File: config.mk
export PLATFORM = sky130hd
export DESIGN_NAME = pidl_ctrl
export DESIGN_NICKNAME = d
export VERILOG_FILES = /design/src/rtl/pidl_pkg.sv /design/src/rtl/pidl_ctrl.sv
export SDC_FILE = /design/constraint.sdc
export NUM_CORES = 1
export LEC_CHECK = 0
export BUFFER_PORTS_ARGS = -buffer_cell sky130_fd_sc_hd__buf_2
export CAP_MARGIN = 20
export CORE_UTILIZATION = 43
export CTS_CLUSTER_SIZE = 40
export DETAILED_ROUTE_END_ITERATION = 8
export PLACE_DENSITY = 0.62
export SYNTH_ARGS = -nofsm -noshare
export SYNTH_HDL_FRONTEND = slang
export SYNTH_SLANG_ARGS = --single-unit
export TNS_END_PERCENT = 30
File: constraint.sdc
create_clock -name clock -period 5.5 [get_ports clock]
set_clock_uncertainty 0.2 [all_clocks]
set_input_delay 0.275 -clock clock [delete_from_list [all_inputs] [get_ports clock]]
set_output_delay 0.275 -clock clock [all_outputs]
set_load 0.03 [all_outputs]
File: src/rtl/pidl_pkg.sv
// shared types and constants for the positional insert/delete list
`timescale 1ns / 1ps

package pidl_pkg;

   // width of one list entry
   localparam int PIDL_DATA_W = 32;

   // default list capacity
   localparam int PIDL_DEPTH_DEF = 128;

   // operation codes carried by a request
   typedef enum logic [2:0] {
      OP_INS_AT  = 3'd0,
      OP_INS_END = 3'd1,
      OP_DEL_AT  = 3'd2,
      OP_DEL_END = 3'd3,
      OP_READ    = 3'd4
   } pidl_op_type;

   // result status codes
   typedef enum logic [1:0] {
      STAT_OK    = 2'd0,
      STAT_FULL  = 2'd1,
      STAT_EMPTY = 2'd2,
      STAT_INDEX = 2'd3
   } pidl_status_type;

   // command broadcast to every cell of the chain
   typedef enum logic [1:0] {
      CMD_HOLD,
      CMD_INS,
      CMD_DEL,
      CMD_ROT
   } pidl_cmd_type;

   // controller states
   typedef enum logic {
      S_IDLE,
      S_ROTATE
   } pidl_state_type;

endpackage

File: src/rtl/pidl_ctrl.sv
// list controller: request decode, count, read rotation and result staging
`timescale 1ns / 1ps

module pidl_ctrl
   import pidl_pkg::*;
#(
   parameter int DEPTH = PIDL_DEPTH_DEF,
   localparam int CNT_W = $clog2(DEPTH + 1)
) (
   input  logic                          clock,
   input  logic                          reset,
   input  logic                          req_valid,
   output logic                          req_stall,
   input  logic [2:0]                    req_op,
   input  logic [CNT_W-1:0]              req_index,
   input  logic signed [PIDL_DATA_W-1:0] req_value,
   output logic                          rsp_valid,
   input  logic                          rsp_stall,
   output logic [1:0]                    rsp_status,
   output logic [CNT_W-1:0]              rsp_count,
   output logic signed [PIDL_DATA_W-1:0] rsp_read_value,
   input  logic [PIDL_DATA_W-1:0]        head_data,
   output pidl_cmd_type                  cmd_kind,
   output logic [CNT_W-1:0]              cmd_pos,
   output logic [CNT_W-1:0]              cmd_count,
   output logic [PIDL_DATA_W-1:0]        cmd_value
);

   localparam logic [CNT_W-1:0] DEPTH_C = CNT_W'(DEPTH);
   localparam logic [CNT_W-1:0] ONE_C = CNT_W'(1);

   pidl_state_type state_ff, state_in;
   logic [CNT_W-1:0]       count_ff, count_in;
   logic [CNT_W-1:0]       rot_ff, rot_in;
   logic [CNT_W-1:0]       rd_idx_ff, rd_idx_in;
   logic [PIDL_DATA_W-1:0] rd_val_ff, rd_val_in;

   // result staging: output register plus one skid entry
   logic                   rsp_valid_ff;
   pidl_status_type        rsp_status_ff;
   logic [CNT_W-1:0]       rsp_count_ff;
   logic [PIDL_DATA_W-1:0] rsp_value_ff;
   logic                   res_valid_ff;
   pidl_status_type        res_status_ff;
   logic [CNT_W-1:0]       res_count_ff;
   logic [PIDL_DATA_W-1:0] res_value_ff;

   logic                   done_valid;
   pidl_status_type        done_status;
   logic [PIDL_DATA_W-1:0] done_value;

   logic        accept;
   logic        rsp_free;
   logic        read_ok;
   logic        rot_last;
   logic        is_full;
   logic        is_empty;
   pidl_op_type op;

   assign op       = pidl_op_type'(req_op);
   assign req_stall = (state_ff != S_IDLE) || res_valid_ff;
   assign accept   = req_valid && !req_stall;
   assign rsp_free = !rsp_valid_ff || !rsp_stall;
   assign is_full  = (count_ff == DEPTH_C);
   assign is_empty = (count_ff == '0);
   assign read_ok  = (op == OP_READ) && !is_empty && (req_index < count_ff);
   assign rot_last = (rot_ff == count_ff - ONE_C);

   // next state
   always_comb begin
      state_in = state_ff;
      case (state_ff)
         S_IDLE: begin
            if (accept && read_ok) begin
               state_in = S_ROTATE;
            end
         end
         S_ROTATE: begin
            if (rot_last) begin
               state_in = S_IDLE;
            end
         end
         default: begin
            state_in = S_IDLE;
         end
      endcase
   end

   // cell commands, count update and results
   always_comb begin
      cmd_kind    = CMD_HOLD;
      cmd_pos     = req_index;
      cmd_value   = req_value;
      count_in    = count_ff;
      rot_in      = rot_ff;
      rd_idx_in   = rd_idx_ff;
      rd_val_in   = rd_val_ff;
      done_valid  = 1'b0;
      done_status = STAT_OK;
      done_value  = '0;
      case (state_ff)
         S_IDLE: begin
            if (accept) begin
               case (op)
                  OP_INS_AT, OP_INS_END: begin
                     done_valid = 1'b1;
                     if (op == OP_INS_END) begin
                        cmd_pos = count_ff;
                     end
                     if (is_full) begin
                        done_status = STAT_FULL;
                     end else if (cmd_pos > count_ff) begin
                        done_status = STAT_INDEX;
                     end else begin
                        cmd_kind = CMD_INS;
                        count_in = count_ff + ONE_C;
                     end
                  end
                  OP_DEL_AT, OP_DEL_END: begin
                     done_valid = 1'b1;
                     if (op == OP_DEL_END) begin
                        cmd_pos = count_ff - ONE_C;
                     end
                     if (is_empty) begin
                        done_status = STAT_EMPTY;
                     end else if (cmd_pos >= count_ff) begin
                        done_status = STAT_INDEX;
                     end else begin
                        cmd_kind = CMD_DEL;
                        count_in = count_ff - ONE_C;
                     end
                  end
                  OP_READ: begin
                     if (is_empty) begin
                        done_valid  = 1'b1;
                        done_status = STAT_EMPTY;
                     end else if (req_index >= count_ff) begin
                        done_valid  = 1'b1;
                        done_status = STAT_INDEX;
                     end else begin
                        rot_in    = '0;
                        rd_idx_in = req_index;
                     end
                  end
                  default: begin
                     done_valid  = 1'b1;
                     done_status = STAT_INDEX;
                  end
               endcase
            end
         end
         S_ROTATE: begin
            // entry rot_ff sits in the head cell now
            cmd_kind = CMD_ROT;
            rot_in   = rot_ff + ONE_C;
            if (rot_ff == rd_idx_ff) begin
               rd_val_in = head_data;
            end
            if (rot_last) begin
               done_valid = 1'b1;
               done_value = (rot_ff == rd_idx_ff) ? head_data : rd_val_ff;
            end
         end
         default: begin
            cmd_kind = CMD_HOLD;
         end
      endcase
   end

   assign cmd_count = count_ff;

   // control registers
   always_ff @(posedge clock) begin
      if (reset) begin
         state_ff     <= S_IDLE;
         count_ff     <= '0;
         rsp_valid_ff <= 1'b0;
         res_valid_ff <= 1'b0;
      end else begin
         state_ff <= state_in;
         count_ff <= count_in;
         if (rsp_free) begin
            rsp_valid_ff <= res_valid_ff || done_valid;
            res_valid_ff <= res_valid_ff && done_valid;
         end else if (done_valid) begin
            res_valid_ff <= 1'b1;
         end
      end
   end

   // read sequencer and result payload
   always_ff @(posedge clock) begin
      rot_ff    <= rot_in;
      rd_idx_ff <= rd_idx_in;
      rd_val_ff <= rd_val_in;
      if (rsp_free) begin
         if (res_valid_ff) begin
            rsp_status_ff <= res_status_ff;
            rsp_count_ff  <= res_count_ff;
            rsp_value_ff  <= res_value_ff;
            res_status_ff <= done_status;
            res_count_ff  <= count_in;
            res_value_ff  <= done_value;
         end else begin
            rsp_status_ff <= done_status;
            rsp_count_ff  <= count_in;
            rsp_value_ff  <= done_value;
         end
      end else if (done_valid) begin
         res_status_ff <= done_status;
         res_count_ff  <= count_in;
         res_value_ff  <= done_value;
      end
   end

   assign rsp_valid      = rsp_valid_ff;
   assign rsp_status     = rsp_status_ff;
   assign rsp_count      = rsp_count_ff;
   assign rsp_read_value = rsp_value_ff;

`ifndef SYNTHESIS
   // count stays within capacity
   a_count_range: assert property (@(posedge clock) disable iff (reset)
      count_ff <= DEPTH_C)
      else $error("element count beyond capacity");

   // rotation step stays inside the occupied part
   a_rot_range: assert property (@(posedge clock) disable iff (reset)
      (state_ff == S_ROTATE) |-> (rot_ff < count_ff))
      else $error("rotation step beyond count");

   // skid entry only fills behind a held output
   a_skid_order: assert property (@(posedge clock) disable iff (reset)
      res_valid_ff |-> rsp_valid_ff)
      else $error("skid entry valid with empty output");

   // every accepted request yields a result or starts a read rotation
   a_accept_progress: assert property (@(posedge clock) disable iff (reset)
      accept |=> (rsp_valid_ff || (state_ff == S_ROTATE)))
      else $error("accepted request produced nothing");

   // no request taken while a read rotation runs
   a_no_accept_rotate: assert property (@(posedge clock) disable iff (reset)
      (state_ff == S_ROTATE) |-> !accept)
      else $error("request accepted during rotation");
`endif

endmodule

==> impl_metrics.ini <==
[synth]
ys_ff_latch = 143
synth-seq-area-share_pct = 52.2
async_flop_share_pct = 0
synth_largest_area_cell = edfxtp_1
mappedNetlistArea_mm2 = 0.00801
ys_types = 61
syn_area_per_cell_um2 = 10.9
synth_top_area_share_pct = 49.5
synth_edf_count = 132
synth_area_leaders = edfxtp_1 (49%), mux2i_1 (5.1%), ha_1 (4.4%)
ys_warn_count = 0
synth_cells = 734
syn-num-nets = 841
synth-main-ff-cell = edfxtp_1

[clock_network]
clk_path_buf_depth = 2
cts_sinks = 143
insertion_delay_ns = 0.42
cts_tree = done
cts-htree-levels = 4
cts_resized = 0
cts_buffers = 17
cts-root-buf = clkbuf_16
clk_pin_slew_ns = 0.07

[route]
drcViolationCount = 24
drt-initial-drc-count = 510
wl_per_cell_um = 18.7
firstDrtPassIters = 8
vias_per_cell = 5.63
finalWirelength_um = 20000
vias = 6016
ant_nets = 0

[layout]
area_growth_pct = 17.6
postLayoutCoreUtil_pct = 52.1
drive_above_1_share_pct = 21.1
register_area_mm2 = 0.00419
multi_input_area_mm2 = 0.00325
finalNetCount = 934
insertedDiodeCount = 0
num-fill-cells = 1575

[setup_path]
cpPeakStageDelay_ns = 0.54
slowest_stage = or3b_1
end_kind = flop
cp.required_ns = 5.45
crit_type = flop to flop
path_delay_family = compound AO/OA/AOI/OAI gates
crit_arrival_ns = 4.32
crit_chain = inv_1 > ha_1 > or3b_1 > nor3_4 > xnor2_1 > o21ai_0 > ha_1 > a21o_1 > a21o_1 > a311oi_1 > mux2i_1 > a31oi_1 > a31oi_1
worst_setup_path_start_kind = flop
critical_path_peak_fanout = 15
path_buf_inv = 1

[global_routing]
grt_pass1_vias = 6049
track_usage_pct = 21.3
grt_pass1_wl_um = 31700
grt_max_degree = 76
antenna_found_initial = 0
overflow = 0

[power]
irDropWorstVdd_v = 0.000226
p_per_area_mw_per_mm2 = 283
leakagePower_uw = 0.00377

[die]
die_h_um = 138
core_mm2 = 0.0181
ios = 173
fp.dieArea_mm2 = 0.0192
num_rows = 49
die-width_um = 138
initial_core_util_pct = 44.3

[run]
max-cap-violations = 0

[sta]
rsz0062_at_grt = false
fin_crit_sh_pct = 79.3
max_slew_margin_pct = 45.7
min_period_ns = 4.36
timing.fmax_mhz = 229
setup_total_negative_slack_ns = 0
hold_violations = 0
finalSetupViolations = 0
tightest_slew_ns = 0.810
drv_slew = 0

[placement]
place.detailed.hpwl_um = 13400
io_buffers = 108
place_congestion = 0.896

[outcome]
outcome = finished with violations
violations = design-rule violations

[min_path]
hold_class = primary input to flop
## per-stage QoR
| stage | setup WS (ns) | total power [uW] | cells | hold WS (ns) | area (um2) |
|---|---|---|---|---|---|
| final | 1.14 | 2660 | 1068 | 0.00655 | 9420 |
| after global routing | 0.892 | 2760 | 1068 | 0.0180 | 9420 |
| after CTS | 1.19 | 2680 | 1068 | 0.000915 | 9420 |
| after detailed placement | 1.19 | 1520 | 1007 | 0.312 | 8540 |
| after global placement | 1.36 | 1520 | 1006 | 0.301 | 8520 |
| after floorplan | 0.270 | 1470 | 734 | 0.174 | 8010 |
## area by class of cell
cell class,count,share of cell area [%]
clock buffer,17,4.52
multi-input combinational,470,34.5
sequential,143,44.4
timing repair buffer,148,9.99
inverter,47,1.87
tap,229,3.04
clock inverter,14,1.67
## per-layer routing
metal / routed length (um) / global-route usage, %
met3: 1290 / 5.30
met5: 0 / 0
met4: 497 / 7.98
met2: 9420 / 34.7
met1: 8810 / 27.3
## cells in the mapped netlist (all sizes together) (5+ instances only)
cell / count
a21oi: 20
nand2: 81
nor4: 7
mux2i: 41
nand4: 9
nand2b: 5
a31oi: 14
o31ai: 35
nor2: 52
and3: 5
xor2: 5
nor3: 9
nand3: 17
mux2: 10
o21ai: 34
inv: 45
edfxtp: 132
a21o: 8
xnor2: 22
clkbuf: 26
nor2b: 6
and2: 10
buf: 48
ha: 28
dfxtp: 11
## path summary, 6_finish.rpt
check | from | endpoint | slack [ns] | cells after the start
min | head_data[13] | rd_val_ff[13] | 0.007 | 3
max | cmd_count[0] | rsp_count[2] | 1.14 | 13
min reg2reg | res_status_ff[0] | rsp_status[0] | 0.32 | 1
max reg2reg | cmd_count[0] | rsp_count[2] | 1.14 | 13
## flip-flops by register name, summed over array words and instances (netlist names)
name,cells
cmd_count,8
rsp_status,2
rsp_valid,1
res_valid_ff,1
res_value_ff,32
res_count_ff,8
rd_idx_ff,8
rd_val_ff,32
state_ff,1
rsp_count,8
res_status_ff,2
rot_ff,8
rsp_read_value,32
## report_power, final
part,switching (uW),leakage [uW],internal [uW]
clock,471,0.000282,673
combinational,189,0.00207,106
sequential,13.3,0.00142,1210
total,674,0.00377,1990
## cells in the final DEF (no fill, tap or decap), types with 4 or more instances in the layout
cell	netlist	layout
clkbuf_16	0	17
o21a_1	4	4
a31oi_1	14	13
mux2i_1	41	41
edfxtp_1	132	132
and3_1	5	5
nand4_1	8	8
mux2_2	10	10
xor2_1	5	5
nor2_1	52	51
and2_1	10	10
nand2b_1	5	5
nor3_1	8	8
xnor2_1	22	22
nor4_1	6	6
nand3_1	17	17
inv_1	45	45
o31ai_1	35	35
dfxtp_1	11	9
a21oi_1	20	20
xnor3_1	4	4
ha_1	28	28
buf_2	12	108
inv_6	0	4
o21ai_0	34	34
nor2b_1	6	6
nand2_1	81	80
a21o_1	8	8
dlygate4sd3_1	0	30
buf_4	36	8
## worst min-delay path: cells and delay by family
family | cells | cell delay [ns]
buffers and inverters | 2 | 0.15
muxes | 1 | 0.10
## cells by family after synthesis
group	Yosys count	share of synthesized area [%]
buf+inv	121	7.55
simple gates	219	13.5
mux	51	6.53
compound gates	141	11.7
xor+xnor	31	4.08
flops	143	52.2
fa+ha+maj	28	4.37
## repair_timing
action,CTS,global route
buffers inserted,0,0
endpoints found under the setup margin,0,0
hold endpoints to repair,33,0
hold buffers,30,0
(Power assumes the default switching activity.)
