File: config.mk
export PLATFORM = sky130hd
export DESIGN_NAME = pidl_cell
export DESIGN_NICKNAME = d
export VERILOG_FILES = /design/src/rtl/pidl_pkg.sv /design/src/rtl/pidl_cell.sv
export SDC_FILE = /design/constraint.sdc
export NUM_CORES = 1
export LEC_CHECK = 0
export ABC_AREA = 1
export BUFFER_PORTS_ARGS = -buffer_cell sky130_fd_sc_hd__buf_2
export CORE_ASPECT_RATIO = 1.25
export CORE_MARGIN = 5
export CORE_UTILIZATION = 25
export DETAILED_ROUTE_END_ITERATION = 8
export MAX_ROUTING_LAYER = met4
export SLEW_MARGIN = 25
export SYNTH_ARGS = -nofsm -noshare
export SYNTH_HDL_FRONTEND = slang
export SYNTH_SLANG_ARGS = --single-unit
File: constraint.sdc
create_clock -name clock -period 5.65 [get_ports clock]
set_input_delay 0.2825 -clock clock [delete_from_list [all_inputs] [get_ports clock]]
set_output_delay 0.2825 -clock clock [all_outputs]
set_load 0.05 [all_outputs]
File: src/rtl/pidl_pkg.sv
// shared types and constants for the positional insert/delete list
`timescale 1ns / 1ps

package pidl_pkg;

   // width of one list entry
   localparam int PIDL_DATA_W = 32;

   // default list capacity
   localparam int PIDL_DEPTH_DEF = 128;

   // operation codes carried by a request
   typedef enum logic [2:0] {
      OP_INS_AT  = 3'd0,
      OP_INS_END = 3'd1,
      OP_DEL_AT  = 3'd2,
      OP_DEL_END = 3'd3,
      OP_READ    = 3'd4
   } pidl_op_type;

   // result status codes
   typedef enum logic [1:0] {
      STAT_OK    = 2'd0,
      STAT_FULL  = 2'd1,
      STAT_EMPTY = 2'd2,
      STAT_INDEX = 2'd3
   } pidl_status_type;

   // command broadcast to every cell of the chain
   typedef enum logic [1:0] {
      CMD_HOLD,
      CMD_INS,
      CMD_DEL,
      CMD_ROT
   } pidl_cmd_type;

   // controller states
   typedef enum logic {
      S_IDLE,
      S_ROTATE
   } pidl_state_type;

endpackage

File: src/rtl/pidl_cell.sv
// one cell of the list chain: holds one entry and trades it with its neighbors
`timescale 1ns / 1ps

module pidl_cell
   import pidl_pkg::*;
#(
   parameter int DEPTH = PIDL_DEPTH_DEF,
   parameter int POS = 0,
   localparam int CNT_W = $clog2(DEPTH + 1)
) (
   input  logic                   clock,
   input  pidl_cmd_type           cmd_kind,
   input  logic [CNT_W-1:0]       cmd_pos,
   input  logic [CNT_W-1:0]       cmd_count,
   input  logic [PIDL_DATA_W-1:0] cmd_value,
   input  logic [PIDL_DATA_W-1:0] left_data,
   input  logic [PIDL_DATA_W-1:0] right_data,
   input  logic [PIDL_DATA_W-1:0] head_data,
   output logic [PIDL_DATA_W-1:0] data_out
);

   localparam logic [CNT_W-1:0] POS_C = CNT_W'(POS);
   localparam logic [CNT_W-1:0] POS_NEXT = CNT_W'(POS + 1);

   logic [PIDL_DATA_W-1:0] data_ff;
   logic [PIDL_DATA_W-1:0] data_in;

   // pick this cell's next entry from the broadcast command
   always_comb begin
      data_in = data_ff;
      case (cmd_kind)
         CMD_INS: begin
            if (POS_C == cmd_pos) begin
               data_in = cmd_value;
            end else if (POS_C > cmd_pos) begin
               data_in = left_data;
            end
         end
         CMD_DEL: begin
            if (POS_C >= cmd_pos) begin
               data_in = right_data;
            end
         end
         CMD_ROT: begin
            // rotate the occupied part toward the head, last slot takes the head
            if (POS_NEXT < cmd_count) begin
               data_in = right_data;
            end else if (POS_NEXT == cmd_count) begin
               data_in = head_data;
            end
         end
         default: begin
            data_in = data_ff;
         end
      endcase
   end

   // entry storage
   always_ff @(posedge clock) begin
      data_ff <= data_in;
   end

   assign data_out = data_ff;

endmodule

==> impl_metrics.env, run 1 <==
export IMPL_result_of_the_run="finished, final reports clean"
export IMPL_area_delta_synth_final_pct=43.3
export IMPL_report_final_slew_viol_count=0
export IMPL_min_path_cells=3
export IMPL_crit_path_cell_trace="buf_2 > nor2_1 > nand2_1 > buf_4 > nor2_2 > buf_4 > a21oi_1 > a21oi_4 > buf_16"
export IMPL_hold_viol_final=0
export IMPL_postSynthAreaPerCell_um2=7.02
export IMPL_final_min_clock_period_ns=2.16
export IMPL_yosysSeqAreaShare=0.366
export IMPL_finalHoldWorstSlack_ns=0.310
export IMPL_synth_ff_type="sky130_fd_sc_hd__edfxtp_1"
export IMPL_vdd_ir_drop_worst_mv=0.0958
export IMPL_drive_above_1_share=0.377
export IMPL_firstDrtPassIters=4
export IMPL_critPathRequiredTime_ns=5.63
export IMPL_initial_core_util=0.257
export IMPL_fillerInstances=1131
export IMPL_cts_setup_buffers=0
export IMPL_place_area_um2=3600
export IMPL_numPlacedInstances=662
export IMPL_rsz_0062_raised_after_global_routing="no"
export IMPL_routed_via_density=4.54
export IMPL_worst_slew_margin_rel=0.464
export IMPL_critical_path_endpoint_type="flip-flop"
export IMPL_powerDensity_nw_per_um2=201
export IMPL_post_synth_top_count_cell="sky130_fd_sc_hd__nand3_1"
export IMPL_critPathKind="input port to flip-flop"
export IMPL_worst_setup_hold_path_clk_slew_ns=0.05
export IMPL_synth_yosys_warnings=0
export IMPL_die_y_um=125
export IMPL_first_global_vias=3139
export IMPL_fin_setup_tns_ns=0
export IMPL_floorplan_die_area_um2=12700
export IMPL_largest_register_ffs=32
export IMPL_postSynthCellCount=374
export IMPL_postCtsHoldBufs=0
export IMPL_postSynthRegisterBits=32
export IMPL_finalWeightedCongestion=0.805
export IMPL_core_occupancy_in_the_finished_layout=0.368
export IMPL_hold_class="input port to flip-flop"
export IMPL_netlist_top_cells_area="sky130_fd_sc_hd__edfxtp_1 (37%), sky130_fd_sc_hd__nand3_1 (21%), sky130_fd_sc_hd__inv_1 (10%), sky130_fd_sc_hd__nand2_1 (9.7%), sky130_fd_sc_hd__o21bai_1 (9.2%)"
export IMPL_setup_viol=0
export IMPL_grt_antenna_before_repair=0
export IMPL_routed_wl_um=9990
export IMPL_dieWidth_um=102
export IMPL_drv_max_cap_violation_count=0
export IMPL_worst_ep_arrival_time_ns=2.14
export IMPL_min_from="head_data[7]"
export IMPL_drt_drc_violations_left=0
export IMPL_cell_area_after_technology_mapping_um2=2630
export IMPL_seq_area_um2=961
export IMPL_period_share=0.382
export IMPL_nets=688
export IMPL_grt_ovfl_total=0
export IMPL_leakagePower_uw=0.00188
export IMPL_final_area_um2=3760
export IMPL_ys_top_cells_by_count="sky130_fd_sc_hd__nand3_1 (108), sky130_fd_sc_hd__inv_1 (70), sky130_fd_sc_hd__nand2_1 (68), sky130_fd_sc_hd__edfxtp_1 (32), sky130_fd_sc_hd__o21bai_1 (32)"
export IMPL_grt_max_degree=34
export IMPL_synth_top_area_share=0.366
export IMPL_yosys_area_top_type="sky130_fd_sc_hd__edfxtp_1"
export IMPL_critPathMaxStageDelay_ns=0.53
export IMPL_n_antenna_cell=0
export IMPL_num_io_pins=179
export IMPL_final_cells=670
export IMPL_cts_num_sinks=32
export IMPL_synth_edf_count=32
export IMPL_crit_path_top_delay_cell="sky130_fd_sc_hd__a21oi_4"
export IMPL_synth_lib_cells_used_distinct=21
export IMPL_cts_buffers_inserted=5
export IMPL_max_slew_worst_pin_slew_ns=0.803
export IMPL_synth_net_count=521
export IMPL_timing_critical_path_from="cmd_pos[4]"
export IMPL_detailedRoute_firstIterationViolations=116
export IMPL_cts_tree="done"
export IMPL_io_buffers=178
export IMPL_core_area_um2=10200
export IMPL_detail_route_antenna_nets=0
export IMPL_hpwl_um=8000
export IMPL_cts_repair_resize_count=0
export IMPL_grt_first_pass_wirelength_um=15400
export IMPL_cts_max_level=2
export IMPL_wl_per_cell_um=14.9
export IMPL_highest_fanout_seen_on_the_critical_path=33
export IMPL_core_rowCount=41
export IMPL_longest_clk_path_bufs=2
export IMPL_maximum_clock_rate_mhz=463
export IMPL_area_used_by_multi_input_combinational_logic_um2=1290
export IMPL_crit_path_start_kind="input port"
export IMPL_crit_top_cell="sky130_fd_sc_hd__buf_4"
export IMPL_via_count=3040
export IMPL_grt_use_total=0.158
export IMPL_postSynth_asyncResetShare=0
export IMPL_clockRootBuffer="sky130_fd_sc_hd__clkbuf_16"
-- where the power goes --
group | leakage, µW | switching (µW) | internal [µW] | total [µW]
logic | 0.00152 | 140 | 76.9 | 217
registers | 0.000294 | 6.03 | 285 | 291
clock network | 0.0000667 | 89.3 | 160 | 249
total | 0.00188 | 235 | 522 | 757
-- cells by family (layout without fill, tap and decap cells) --
kind of cell,Yosys count,count (layout),synth area share
flops,32,32,0.366
buf+inv,95,262,0.147
compound gates,51,51,0.128
simple gates,196,196,0.359
-- cell type report --
class,count,share of cell area
Tap cell,129,0.0429
Inverter,73,0.0729
Timing Repair Buffer,182,0.250
Multi-Input combinational cell,247,0.343
Clock buffer,6,0.0343
Clock inverter,1,0.00133
Sequential cell,32,0.255
-- routing by layer --
metal,routed length (µm),vias up,track usage
li1,-,1562,-
met1,4000,1350,0.184
met2,5240,116,0.283
met3,581,12,0.0162
met4,170,0,0.0454
met5,0,-,-
-- through the flow --
step                power, µW  setup slack (ns)
global placement          509              3.06
finish                    757              3.49
floorplan                 424              2.69
detailed placement        512              3.02
CTS                       765              3.29
global route              794              3.27
-- layout by cell type (no fill, tap or decap) --
master,instances
sky130_fd_sc_hd__buf_2,178
sky130_fd_sc_hd__nand3_1,108
sky130_fd_sc_hd__inv_1,70
sky130_fd_sc_hd__nand2_1,68
sky130_fd_sc_hd__o21bai_1,32
sky130_fd_sc_hd__edfxtp_1,32
sky130_fd_sc_hd__o21ai_0,17
sky130_fd_sc_hd__nor2_1,7
sky130_fd_sc_hd__nand3_2,5
sky130_fd_sc_hd__clkbuf_16,5
sky130_fd_sc_hd__nor2_2,3
sky130_fd_sc_hd__buf_4,3
sky130_fd_sc_hd__inv_2,2
sky130_fd_sc_hd__nand2_2,2
sky130_fd_sc_hd__clkinv_1,1
sky130_fd_sc_hd__nand3_4,1
sky130_fd_sc_hd__nor3_4,1
sky130_fd_sc_hd__or2_2,1
sky130_fd_sc_hd__a21oi_1,1
sky130_fd_sc_hd__a21oi_4,1
sky130_fd_sc_hd__clkbuf_1,1
sky130_fd_sc_hd__clkinv_2,1
sky130_fd_sc_hd__buf_16,1
-- worst max-delay path: cells and delay by family --
| kind | cells | cell delay (ns) |
|---|---|---|
| AOI/OAI and AO/OA | 2 | 0.69 |
| buffers and inverters | 4 | 0.88 |
| and+or+nand+nor | 3 | 0.28 |
-- final timing paths --
check      endpoint
min     data_out[7]
max    data_out[12]
Power figures use the tool's default switching activity.
==> run 2, diff against run 1 <==
Settings changed: ABC_AREA 1 to 0.
Clock period 5.65 ns to 1.85 ns, I/O delays scaled along.
==> run 2 against run 1 <==
Against the previous run:
- combinational power rose to 2.7 times the previous value
- synthesized cell count fell by 49%
- total power rose to 2.6 times the previous value
- non-clock buffer count rose by 4
- critical path type unchanged
- largest power group unchanged
==> impl_metrics.env, run 2 <==
export IMPL_result_of_the_run="finished, final reports clean"
export IMPL_grt_first_pass_wirelength_um=10800
export IMPL_cp_buffers_inverters=2
export IMPL_grt_antenna_before_repair=0
export IMPL_core_rowCount=38
export IMPL_cts_num_sinks=32
export IMPL_routed_wl_um=7170
export IMPL_critPathRequiredTime_ns=1.82
export IMPL_num_io_pins=179
export IMPL_worst_setup_hold_path_clk_slew_ns=0.07
export IMPL_area_used_by_multi_input_combinational_logic_um2=1130
export IMPL_maximum_clock_rate_mhz=795
export IMPL_synth_net_count=338
export IMPL_drt_drc_violations_left=0
export IMPL_grt_max_degree=50
export IMPL_synth_edf_count=32
export IMPL_netlist_top_cells_area="sky130_fd_sc_hd__edfxtp_1 (43%), sky130_fd_sc_hd__a211oi_2 (16%), sky130_fd_sc_hd__mux2i_1 (14%), sky130_fd_sc_hd__nor3_1 (14%), sky130_fd_sc_hd__buf_6 (3.0%)"
export IMPL_routed_via_density=4.62
export IMPL_hold_viol_final=0
export IMPL_hold_class="input port to flip-flop"
export IMPL_postSynth_asyncResetShare=0
export IMPL_worstHoldEndpoint="data_out[3]"
export IMPL_fin_setup_tns_ns=0
export IMPL_highest_fanout_seen_on_the_critical_path=32
export IMPL_drive_above_1_share=0.620
export IMPL_fillerInstances=909
export IMPL_max_slew_worst_pin_slew_ns=0.387
export IMPL_clockRootBuffer="sky130_fd_sc_hd__clkbuf_8"
export IMPL_min_path_cells=3
export IMPL_detailedRoute_firstIterationViolations=43
export IMPL_setup_viol=0
export IMPL_cts_repair_resize_count=0
export IMPL_detail_route_antenna_nets=0
export IMPL_mostFrequentLayoutCell="sky130_fd_sc_hd__buf_2"
export IMPL_postSynthAreaPerCell_um2=11.7
export IMPL_final_min_clock_period_ns=1.26
export IMPL_postCtsHoldBufs=0
export IMPL_synth_top_area_share=0.430
export IMPL_worst_ep_arrival_time_ns=1.23
export IMPL_leakagePower_uw=0.00160
export IMPL_wl_per_cell_um=14.8
export IMPL_crit_path_start_kind="input port"
export IMPL_post_synth_top_count_cell="sky130_fd_sc_hd__nor3_1"
export IMPL_crit_family="simple AND/OR/NAND/NOR gates"
export IMPL_cts_max_level=2
export IMPL_firstDrtPassIters=4
export IMPL_yosysSeqAreaShare=0.430
export IMPL_critPathKind="input port to flip-flop"
export IMPL_synth_yosys_warnings=0
export IMPL_crit_path_cell_trace="buf_2 > nor4_2 > and2_1 > o221ai_1 > nand2_2 > buf_12"
export IMPL_min_from="left_data[3]"
export IMPL_drv_max_cap_violation_count=0
export IMPL_ys_top_cells_by_count="sky130_fd_sc_hd__nor3_1 (64), sky130_fd_sc_hd__edfxtp_1 (32), sky130_fd_sc_hd__mux2i_1 (32), sky130_fd_sc_hd__a211oi_2 (28), sky130_fd_sc_hd__clkbuf_1 (7)"
export IMPL_worst_slew_margin_rel=0.742
export IMPL_synth_ff_type="sky130_fd_sc_hd__edfxtp_1"
export IMPL_cts_tree="done"
export IMPL_period_share=0.680
export IMPL_synth_lib_cells_used_distinct=17
export IMPL_longest_clk_path_bufs=2
export IMPL_core_area_um2=8700
export IMPL_postSynthRegisterBits=32
export IMPL_top_library_cells_by_usage_in_the_layout_fill_and_taps_aside="sky130_fd_sc_hd__buf_2 (177), sky130_fd_sc_hd__nor3_1 (64), sky130_fd_sc_hd__mux2i_1 (32), sky130_fd_sc_hd__edfxtp_1 (32), sky130_fd_sc_hd__a211oi_2 (28)"
export IMPL_floorplan_die_area_um2=10900
export IMPL_first_global_vias=2397
export IMPL_yosys_area_top_type="sky130_fd_sc_hd__edfxtp_1"
export IMPL_area_delta_synth_final_pct=47.9
export IMPL_postSynthCellCount=191
export IMPL_hpwl_um=5760
export IMPL_grt_ovfl_total=0
export IMPL_io_buffers=178
export IMPL_dieWidth_um=94.5
export IMPL_critical_path_endpoint_type="flip-flop"
export IMPL_seq_area_um2=961
export IMPL_vdd_ir_drop_worst_mv=0.207
export IMPL_powerDensity_nw_per_um2=590
export IMPL_initial_core_util=0.257
export IMPL_n_antenna_cell=0
export IMPL_critPathMaxStageDelay_ns=0.29
export IMPL_die_y_um=116
export IMPL_report_final_slew_viol_count=0
export IMPL_largest_register_ffs=32
export IMPL_rsz_0062_raised_after_global_routing="no"
export IMPL_cell_area_after_technology_mapping_um2=2230
export IMPL_cts_buffers_inserted=5
export IMPL_nets=510
export IMPL_grt_use_total=0.129
export IMPL_crit_path_top_delay_cell="sky130_fd_sc_hd__nor4_2"
export IMPL_via_count=2232
export IMPL_finalWeightedCongestion=0.702
export IMPL_finalHoldWorstSlack_ns=0.180
export IMPL_cts_setup_buffers=0
==> run 2: cell types whose count changed after synthesis, sizes merged, moves of 3 or more <==
cell and delta:
mux2i +32, nor4 +3, nor3 +63, o21ai -17, nor2 -10, nand3 -114
inv -72, a211oi +32, clkbuf -3, nand2 -67, o21bai -32
==> run 2: metrics by stage <==
step	setup WS, ns	power [µW]	util	instances	instance area [µm²]
after floorplan	0.140	1240	-	191	2230
after global placement	0.341	1470	0.371	476	3220
after detailed placement	0.268	1490	0.371	476	3220
after CTS	0.569	2000	0.379	483	3300
after global routing	0.505	2070	0.379	483	3300
final	0.592	1950	0.379	483	3300
==> run 2: routing by layer <==
metal  global-route usage  part of all wire  up-vias  wire, µm
li1                     -                 -     1104         -
met1                0.138              0.37     1017      2690
met2                0.241              0.53      106      3770
met3               0.0234             0.087        5       623
met4               0.0356             0.012        0        85
met5                    -                 0        -         0
==> run 2: worst max-delay path by stage <==
| stage | from | to | slack [ns] | cells after the start |
|---|---|---|---|---|
| floorplan | cmd_pos[5] | data_out[0] | 0.14 | 6 |
| global placement | cmd_pos[5] | data_out[8] | 0.34 | 6 |
| detailed placement | cmd_pos[1] | data_out[26] | 0.27 | 6 |
| CTS | cmd_pos[1] | data_out[8] | 0.57 | 6 |
| global route | cmd_pos[1] | data_out[28] | 0.50 | 6 |
| finish | cmd_pos[1] | data_out[8] | 0.59 | 6 |
==> run 2: cells by family after synthesis <==
family,after synthesis,share of synthesized area
compound gates,33,0.174
simple gates,73,0.189
flops,32,0.430
buf+inv,21,0.0622
mux,32,0.143
==> run 2: cell type report <==
class | count | share of cell area
clock buffer | 5 | 0.0208
clock inverter | 2 | 0.00227
multi-input combinational | 138 | 0.344
sequential | 32 | 0.291
tap | 120 | 0.0455
timing repair buffer | 186 | 0.296
==> run 2: power by group <==
group          total (µW)  internal (µW)  switching (µW)
clock network         487            248             239
registers             876            865            11.6
logic                 583            224             359
total                1950           1340             610
==> run 3, diff against run 2 <==
Clock period 1.85 ns to 1.3 ns, I/O delays scaled along.
==> run 3 against run 2 <==
Against the previous run:
- largest cell class unchanged
- sequential share of layout area decreased by 0.84 points
- critical endpoint is now data_out[19]
- critical path depth is the same
- utilization increased by 1.1 points
- count of clock-buffer cells in the layout increased by 1
- sequential power increased by 43%
- sequential cell count unchanged
- global-route usage up 0.17 points
==> impl_metrics.env, run 3 (synthesis results as in run 2) <==
export IMPL_result_of_the_run="finished, final reports clean"
export IMPL_grt_max_degree=46
export IMPL_seq_area_um2=961
export IMPL_top_library_cells_by_usage_in_the_layout_fill_and_taps_aside="sky130_fd_sc_hd__buf_2 (177), sky130_fd_sc_hd__nor3_1 (64), sky130_fd_sc_hd__mux2i_1 (32), sky130_fd_sc_hd__edfxtp_1 (32), sky130_fd_sc_hd__a211oi_2 (28)"
export IMPL_post_route_worst_setup_slack_ns=0.157
export IMPL_detailedRoute_firstIterationViolations=40
export IMPL_crit_path_start_kind="input port"
export IMPL_grt_antenna_before_repair=0
export IMPL_cts_repair_resize_count=0
export IMPL_maximum_clock_rate_mhz=875
export IMPL_cts_num_sinks=32
export IMPL_detail_route_antenna_nets=0
export IMPL_nets=514
export IMPL_max_slew_worst_pin_slew_ns=0.280
export IMPL_cp_buffers_inverters=2
export IMPL_grt_first_pass_wirelength_um=10800
export IMPL_hpwl_um=6050
export IMPL_report_power_total_uw=2800
export IMPL_vdd_ir_drop_worst_mv=0.319
export IMPL_drive_above_1_share=0.629
export IMPL_n_antenna_cell=0
export IMPL_critPathRequiredTime_ns=1.32
export IMPL_area_delta_synth_final_pct=52.2
export IMPL_wl_per_cell_um=14.8
export IMPL_power_combinational_fraction=0.306
export IMPL_postCtsHoldBufs=0
export IMPL_crit_path_top_delay_cell="sky130_fd_sc_hd__nor4b_4"
export IMPL_internal_power_uw=1930
export IMPL_setup_viol=0
export IMPL_period_share=0.879
export IMPL_firstDrtPassIters=4
export IMPL_final_min_clock_period_ns=1.14
export IMPL_worst_setup_hold_path_clk_slew_ns=0.06
export IMPL_worst_ep_arrival_time_ns=1.16
export IMPL_leakagePower_uw=0.00164
export IMPL_largest_register_ffs=32
export IMPL_routed_wl_um=7230
export IMPL_finalWeightedCongestion=0.794
export IMPL_crit_family="simple AND/OR/NAND/NOR gates"
export IMPL_cts_max_level=2
export IMPL_core_rowCount=38
export IMPL_cts_buffers_inserted=5
export IMPL_critPathKind="input port to flip-flop"
export IMPL_num_io_pins=179
export IMPL_dieWidth_um=94.5
export IMPL_hold_class="input port to flip-flop"
export IMPL_power_frac_clock=0.248
export IMPL_fin_setup_tns_ns=0
export IMPL_core_occupancy_in_the_finished_layout=0.391
export IMPL_total_switching_power_uw=874
export IMPL_power_sequential_fraction=0.446
export IMPL_critPathMaxStageDelay_ns=0.31
export IMPL_highest_fanout_seen_on_the_critical_path=15
export IMPL_grt_ovfl_total=0
export IMPL_routed_via_density=4.43
export IMPL_mostFrequentLayoutCell="sky130_fd_sc_hd__buf_2"
export IMPL_critical_path_endpoint_type="flip-flop"
export IMPL_worst_slew_margin_rel=0.808
export IMPL_drv_max_cap_violation_count=0
export IMPL_rsz_0062_raised_after_global_routing="no"
export IMPL_post_place_ws_ns=-0.150
export IMPL_area_used_by_multi_input_combinational_logic_um2=1160
export IMPL_powerDensity_nw_per_um2=825
export IMPL_grt_use_total=0.130
export IMPL_first_global_vias=2253
export IMPL_core_area_um2=8700
export IMPL_floorplan_die_area_um2=10900
export IMPL_initial_core_util=0.257
export IMPL_clockRootBuffer="sky130_fd_sc_hd__clkbuf_8"
export IMPL_longest_clk_path_bufs=2
export IMPL_fillerInstances=893
export IMPL_via_count=2157
export IMPL_switching_share=0.312
export IMPL_crit_path_cell_trace="buf_2 > nor4b_4 > nand2_4 > buf_4 > mux2i_1 > a211oi_2"
export IMPL_hold_viol_final=0
export IMPL_finalHoldWorstSlack_ns=0.160
export IMPL_cts_tree="done"
export IMPL_report_final_slew_viol_count=0
export IMPL_drt_drc_violations_left=0
export IMPL_die_y_um=116
export IMPL_cts_setup_buffers=0
export IMPL_io_buffers=178
-- run 3: cell count changes in the layout (fill, tap and decap cells not counted), moves of 2 or more --
cell	before	now
sky130_fd_sc_hd__nor4_4	1	3
sky130_fd_sc_hd__clkinv_1	2	0
sky130_fd_sc_hd__nor4_2	2	0
sky130_fd_sc_hd__buf_12	2	5
-- run 3: worst paths after layout --
path / start / depth (start not counted) / to / slack (ns)
max: cmd_count[7] / 6 / data_out[19] / 0.16
min: left_data[24] / 3 / data_out[24] / 0.16
-- run 3: worst min-delay path, cell delays in order --
cell and delay (ns):
sky130_fd_sc_hd__buf_2 0.08, sky130_fd_sc_hd__nor3_1 0.04, sky130_fd_sc_hd__a211oi_2 0.12
-- run 3: per-stage QoR --
stage          cells  area, µm²
2_1_floorplan    191       2270
3_3_place_gp     480       3320
3_5_place_dp     480       3320
4_1_cts          487       3400
5_1_grt          487       3400
6_report         487       3400
-- run 3: cell type report --
cell class                 count  area share
tap                          120      0.0442
multi-input combinational    138       0.342
sequential                    32       0.283
clock inverter                 1     0.00147
clock buffer                   6      0.0214
timing repair buffer         190       0.308
-- run 3: per-layer routing --
| metal | GRT usage | vias to the layer above | wire length, µm |
|---|---|---|---|
| li1 | - | 1112 | - |
| met1 | 0.145 | 959 | 2620 |
| met2 | 0.236 | 80 | 4030 |
| met3 | 0.0273 | 6 | 500 |
| met4 | 0.0346 | 0 | 85 |
| met5 | - | - | 0 |
-- run 3: power groups by stage --
stage	Sequential, µW	Clock (µW)	Combinational, µW
2_1_floorplan	1540	0	226
3_3_place_gp	1270	0	861
3_5_place_dp	1270	0	868
4_1_cts	1250	750	868
5_1_grt	1260	790	919
6_report	1250	696	858
